File: src/ipv4dq_pkg.sv
package ipv4dq_pkg;

  // Character and octet limits
  localparam logic [7:0] DotCode    = 8'h2E;
  localparam logic [7:0] DigitLo    = 8'h30;
  localparam logic [7:0] DigitHi    = 8'h39;
  localparam int unsigned OctetW    = 9;
  localparam int unsigned CountW    = 2;
  localparam logic [OctetW-1:0] OctetMax = 9'd255;
  localparam logic [OctetW-1:0] OctetSat = 9'd256;
  localparam logic [CountW-1:0] DigitsMax  = 2'd3;
  localparam logic [CountW-1:0] DotsNeeded = 2'd3;

  // Character class of one input byte
  typedef enum logic [1:0] {
    CLS_DIGIT,
    CLS_DOT,
    CLS_OTHER
  } char_class_e;

  // Running parse state for the current string
  typedef struct packed {
    logic [OctetW-1:0] octet_value;
    logic [CountW-1:0] digit_count;
    logic              first_digit_zero;
    logic [CountW-1:0] dot_count;
    logic              failed;
  } parse_state_t;

  localparam parse_state_t StateClear = '0;

  function automatic char_class_e classify(input logic [7:0] code);
    char_class_e cls;
    if (code >= DigitLo && code <= DigitHi) begin
      cls = CLS_DIGIT;
    end else if (code == DotCode) begin
      cls = CLS_DOT;
    end else begin
      cls = CLS_OTHER;
    end
    return cls;
  endfunction

endpackage

File: src/ipv4dq_step.sv
module ipv4dq_step (
  input  ipv4dq_pkg::parse_state_t state_i,
  input  logic [7:0]               char_code_i,
  input  logic                     last_char_i,
  output ipv4dq_pkg::parse_state_t state_o,
  output logic                     is_valid_o
);
  import ipv4dq_pkg::*;

  localparam int unsigned ProdW = 12;

  char_class_e       cls;
  logic [3:0]        digit;
  logic [ProdW-1:0]  acc;
  parse_state_t      upd;

  assign cls   = classify(char_code_i);
  assign digit = 4'(char_code_i - DigitLo);
  // v*10 + d as (v<<3) + (v<<1) + d; v never exceeds 256
  assign acc   = (ProdW'(state_i.octet_value) << 3) + (ProdW'(state_i.octet_value) << 1)
               + ProdW'(digit);

  // Apply one character to the parse state
  always_comb begin
    upd = state_i;
    if (!state_i.failed) begin
      unique case (cls)
        CLS_DIGIT: begin
          if (state_i.digit_count >= DigitsMax) begin
            upd.failed = 1'b1;
          end else if (state_i.digit_count != '0 && state_i.first_digit_zero) begin
            upd.failed = 1'b1;
          end else begin
            if (state_i.digit_count == '0) begin
              upd.first_digit_zero = (digit == 4'd0);
            end
            upd.octet_value = (acc > ProdW'(OctetSat)) ? OctetSat : acc[OctetW-1:0];
            upd.digit_count = state_i.digit_count + 1'b1;
          end
        end
        CLS_DOT: begin
          if (state_i.digit_count == '0 || state_i.octet_value > OctetMax ||
              state_i.dot_count >= DotsNeeded) begin
            upd.failed = 1'b1;
          end else begin
            upd.dot_count        = state_i.dot_count + 1'b1;
            upd.octet_value      = '0;
            upd.digit_count      = '0;
            upd.first_digit_zero = 1'b0;
          end
        end
        default: begin
          upd.failed = 1'b1;
        end
      endcase
    end
  end

  // Verdict on the updated state; state clears at end of string
  assign is_valid_o = !upd.failed && upd.dot_count == DotsNeeded &&
                      upd.digit_count != '0 && upd.octet_value <= OctetMax;
  assign state_o    = last_char_i ? StateClear : upd;

endmodule

File: src/ipv4_dotted_quad_validator_core.sv
// An accepted last character passes the input and result registers to out_valid_o.
// Throughput: one character per cycle while not stalled; the parse-state update in
//   ipv4dq_step is the only loop and closes through the state_q register.
// Characters without the last flag produce no result beat.
// Reset (rst_ni low, asynchronous) empties the input and result registers and clears
//   the parse state.
module ipv4_dotted_quad_validator_core (
  input  logic       clk_i,
  input  logic       rst_ni,
  input  logic       in_valid_i,
  output logic       in_stall_o,
  input  logic [7:0] char_code_i,
  input  logic       last_char_i,
  output logic       out_valid_o,
  input  logic       out_stall_i,
  output logic       is_valid_o
);
  import ipv4dq_pkg::*;

  logic         in_vld_q;
  logic [7:0]   char_q;
  logic         last_q;
  parse_state_t state_q, state_d;
  logic         res_vld_q, res_vld_d;
  logic         res_q;
  logic         ok;
  logic         out_free;
  logic         advance;

  ipv4dq_step u_step (
    .state_i     (state_q),
    .char_code_i (char_q),
    .last_char_i (last_q),
    .state_o     (state_d),
    .is_valid_o  (ok)
  );

  // Handshake: a held beat moves on unless its result has nowhere to go
  assign out_free   = !res_vld_q || !out_stall_i;
  assign advance    = in_vld_q && (!last_q || out_free);
  assign in_stall_o = in_vld_q && !advance;

  assign res_vld_d  = (advance && last_q) ? 1'b1 : (out_free ? 1'b0 : res_vld_q);

  // Input register control
  always_ff @(posedge clk_i or negedge rst_ni) begin
    if (!rst_ni) begin
      in_vld_q <= 1'b0;
    end else if (!in_stall_o) begin
      in_vld_q <= in_valid_i;
    end
  end

  // Input register payload
  always_ff @(posedge clk_i) begin
    if (in_valid_i && !in_stall_o) begin
      char_q <= char_code_i;
      last_q <= last_char_i;
    end
  end

  // Parse state
  always_ff @(posedge clk_i or negedge rst_ni) begin
    if (!rst_ni) begin
      state_q <= StateClear;
    end else if (advance) begin
      state_q <= state_d;
    end
  end

  // Result register
  always_ff @(posedge clk_i or negedge rst_ni) begin
    if (!rst_ni) begin
      res_vld_q <= 1'b0;
    end else begin
      res_vld_q <= res_vld_d;
    end
  end

  always_ff @(posedge clk_i) begin
    if (advance && last_q) begin
      res_q <= ok;
    end
  end

  assign out_valid_o = res_vld_q;
  assign is_valid_o  = res_q;

endmodule

File: config.mk
export PLATFORM = sky130hd
export DESIGN_NAME = ipv4_dotted_quad_validator_core
export DESIGN_NICKNAME = d
export VERILOG_FILES = /design/src/ipv4dq_pkg.sv /design/src/ipv4dq_step.sv /design/src/ipv4_dotted_quad_validator_core.sv
export SDC_FILE = /design/constraint.sdc
export NUM_CORES = 1
export LEC_CHECK = 0
export BUFFER_PORTS_ARGS = -buffer_cell sky130_fd_sc_hd__buf_4
export CORE_UTILIZATION = 53
export CTS_BUF_LIST = sky130_fd_sc_hd__clkbuf_4 sky130_fd_sc_hd__clkbuf_8 sky130_fd_sc_hd__clkbuf_16
export CTS_CLUSTER_SIZE = 40
export DETAILED_ROUTE_END_ITERATION = 10
export HOLD_SLACK_MARGIN = 0.15
export MAX_ROUTING_LAYER = met4
export PLACE_DENSITY = 0.73
export REMOVE_ABC_BUFFERS = 1
export SKIP_CTS_REPAIR_TIMING = 1
export SLEW_MARGIN = 40
export SYNTH_ARGS = -nofsm -noshare
export SYNTH_HDL_FRONTEND = slang
export SYNTH_SLANG_ARGS = --single-unit
File: constraint.sdc
create_clock -name clk_i -period 3.26 [get_ports clk_i]
set_clock_uncertainty 0.15 [all_clocks]
set_input_delay 0.163 -clock clk_i [delete_from_list [all_inputs] [get_ports clk_i]]
set_output_delay 0.163 -clock clk_i [all_outputs]
set_load 0.01 [all_outputs]
==> impl_results.md <==
- Power share of the combinational group: 13.4%
- Leading cell types by total area after synthesis: dfrtp_1 23%, edfxtp_1 16%, ha_1 14%, nand2_1 4.1%, inv_1 3.2%
- Crit start category: flop
- Hold path start: state_q[8]
- Dominant cell type by area after synthesis: dfrtp_1
- Number of routed nets with antenna violations: 0
- Critical-path top delay cell: fa_1
- Initial antenna violation count: 0
- CTS tree: done
- Top cell type's share of synthesized area: 23.0%
- ANT cells: 0
- Post-synthesis adder-cell area fraction: 15.7%
- Flop pwr share: 61.6%
- Drt first pass iters: 4
- Number of buffers created by CTS: 3
- Port bufs: 15
- Non-filler cells, final: 264
- Post-synth EDFFs: 10
- First-pass GRT wire length: 6000 um
- Remaining global-route overflow: 0
- Hold crit path type: flop to flop
- FF-to-FF path depth: 10
- Worst r2r dst: state_q[6]
- Run status: completed
- Cell count after placement: around 250
- Area Growth Syn to Fin: 19.5%
- Detailed-placement wirelength estimate: 3060 um
- Number of synthesized register bits: 27
- Share of the core filled with cells: 66.3%
- R2R setup slack: 60 ps
- Flip-flop cell with the highest count after synthesis: dfrtp_1
- Slew Limit Headroom: between 40% and 50%
- Final Hold Violating Endpoints: 0
- Bufs on Longest Clock Path: 2
- Wire per inst: approximately 15 um
- Number of global-route vias before repair: 1341
- Clock tree root buffer cell: clkbuf_4
- Sink Count: 27
- Switching power summed over all nets: 0.159 mW
- Multiplexer share of the synthesized area: less than 1%
- Clock slew seen by the registers of the worst setup and hold paths: 130 ps
- PnR worst setup slack: about 57 ps
- Number of pins exceeding their max-slew limit in the final report: 0
- Total Wirelength: approximately 4000 um
- Total negative slack: 0 ps
- Clock latency reported for the late side of the worst-skew pair: 330 ps
- Average vias per placed instance: 5.58
- Number of vias in the routed layout: 1474
- Number of violations of the max-capacitance limit: 0
- Distinct cell type count of the synthesized netlist: 46
- Fmax: 312 MHz
- Number of DRC violations after detailed-routing iteration 0: 78
- Internal power summed over all cells: 0.467 mW
- Maximum vdd ir drop: roughly 0.28 mV
- Final weighted congestion of routability-driven global placement: 0.877
- Hold EP: state_q[8]
- Proportion of layout cells with a drive suffix above 1: 14.7%
- Total Die Area: 3730 um2
- Worst Tran Pin Value: 784 ps
- Cells along the critical path: inv_1, fa_1, inv_1, ha_1, a211oi_2, o21bai_1, o22a_1, mux2i_1, or3_4, o41ai_2
- Remaining routing DRC violations: 0
- Gate Count Post-Synth: 187
- Arrival time reported for the critical path endpoint: 3270 ps
- Share of synthesized area occupied by flip-flops and latches: 39.2%
- WHS: ~400 ps
- Post-placement setup slack: -70.5 ps
- RSZ-0062 raised after global routing: yes
- Synthesized area: 1850 um2
- Power Dens Cells: 283 nW/um2
- Mean cell area of the mapped netlist: ~10 um2
- Class of the most critical setup path: flop to flop
- Simple-gate area share of the yosys netlist: about 16%
- Startpoint of the worst register-to-register path: state_q[6]
- Worst-path maximum fanout: 8
- Cell repeated most along the worst path: inv_1
- Die Height: 61.1 um
- Total routing usage reported by global routing: 23.0%
- Die W: 61.1 um
- Top-Level Pins: 16
- Cell Rows: 21
- Cell count of the worst hold path: 2
- Setup-violating endpoint count in the final report: 0
- Level count of the clock H-tree: 1
- Compound-cell area share of the yosys netlist: ~21%
- Switching share of power: 25.4%
- Final layout net count: 254
- Largest stage delay, worst path: 560 ps
- Largest net degree at the start of global routing: 18
- Largest family of logic cells by synthesized area: compound AO/OA/AOI/OAI gates
- Final worst-path cycle share: a little over nine tenths
- Proportion of register bits with asynchronous set or reset after synthesis: 63.0%
- P_leak: 1.06 nW
- Initial core utilization: a little under three fifths
- XOR/XNOR share of the synthesized area: 3.31%
- Yosys Warn Count: 0
- Element type at the critical path end: flop
- Time the worst path needs with I/O delays and setup: 3200 ps
- Relative contribution of the clock network to total power: 24.9%
- Required arrival time at the worst endpoint: around 3300 ps
- Core ar.: 3340 um2
## critical path: cells and delay by family, from the launching register on
| family | cells | cell delay, ps |
|---|---|---|
| AO/OA/AOI/OAI | 4 | 900 |
| adder cells (fa/ha/maj) | 2 | 890 |
| buffers and inverters | 2 | 140 |
| flip-flops | 1 | 400 |
| multiplexers | 1 | 150 |
| AND/OR/NAND/NOR | 1 | 460 |
## metal layers
metal  share of wire (%)  routed length, um  track usage, %  vias up
li1                    -                  -               -      751
met1                  46               1870            29.6      684
met2                  49               1970            36.6       31
met3                 3.1                126            4.62        8
met4                 1.8                 72            6.82        0
met5                   0                  0               -        -
## layout by cell type, fill, tap and decap left out, types with 2 or more instances in the layout
master	netlist	final
nand2_1	20	20
ha_1	20	20
dfrtp_1	17	17
inv_1	16	16
buf_4	0	16
dlygate4sd3_1	0	14
o21ai_0	11	11
a21oi_1	10	10
edfxtp_1	10	10
nor2_1	8	8
nand3_1	7	7
nand2b_1	6	6
xor2_1	4	4
o31ai_1	4	4
clkbuf_4	0	4
nor3_1	3	3
a21o_1	3	3
xnor2_1	3	3
o21ai_1	3	3
a31oi_1	3	3
o41ai_2	0	3
nand4_1	2	2
and2_1	2	2
nor4b_2	2	2
nor4_1	2	2
fa_1	2	2
## registers in the layout, summed over array words and instances, names as in the netlist
name / flops
out_valid_o: 1
is_valid_o: 1
state_q: 15
last_q: 1
char_q: 8
in_vld_q: 1
## per-stage QoR
stage / instance area (um2) / power (mW)
6_report: 2210 / 0.626
5_1_grt: 2210 / 0.654
4_1_cts: 2040 / 0.615
3_5_place_dp: 2010 / 0.461
3_3_place_gp: 2010 / 0.458
2_1_floorplan: 1830 / 0.427
## power groups by stage
stage / clock network (mW) / registers (mW) / logic [mW]
finish: 0.156 / 0.386 / 0.0839
CTS: 0.160 / 0.385 / 0.0696
floorplan: 0 / 0.389 / 0.0380
detailed placement: 0 / 0.392 / 0.0692
global route: 0.173 / 0.388 / 0.0932
global placement: 0 / 0.391 / 0.0667
## Yosys cell counts, types with 2 or more instances
library cell / count
a21oi_1: 10
and2_1: 2
nand2b_1: 6
nor4b_2: 2
nand2_1: 20
fa_1: 2
dfrtp_1: 17
clkbuf_1: 2
ha_1: 20
a21o_1: 3
o41ai_1: 4
xnor2_1: 3
nand3_1: 7
nor3_1: 3
xor2_1: 4
o31ai_1: 4
o21ai_0: 11
edfxtp_1: 10
nand4_1: 2
or3_1: 2
inv_1: 16
nor4_1: 2
a31oi_1: 3
o21ai_1: 3
nor2_1: 8
## how the worst max path moves through the flow
stage	endpoint	slack [ps]	depth (start not counted)	from
after floorplan	state_q[9]	210	10	char_q[3]
after CTS	state_q[6]	-120	10	state_q[6]
final	state_q[6]	60	10	state_q[6]
after detailed placement	state_q[6]	-70	10	state_q[6]
after global routing	state_q[6]	-30	10	char_q[3]
after global placement	state_q[6]	150	10	char_q[3]
## logic make-up after synthesis
logic type	count (synthesis)
compound gates	53
flops	27
fa+ha+maj	22
buf+inv	19
mux	1
simple gates	58
xor+xnor	7
## final cells by class
cell class / count / area [um2]
multi-input combinational: 141 / 1080
timing repair buffer: 30 / 260
fill: 285 / 1120
clock buffer: 4 / 30.0
inverter: 16 / 60.1
tap: 46 / 57.6
sequential: 27 / 726
Power figures use the tool's default switching activity.
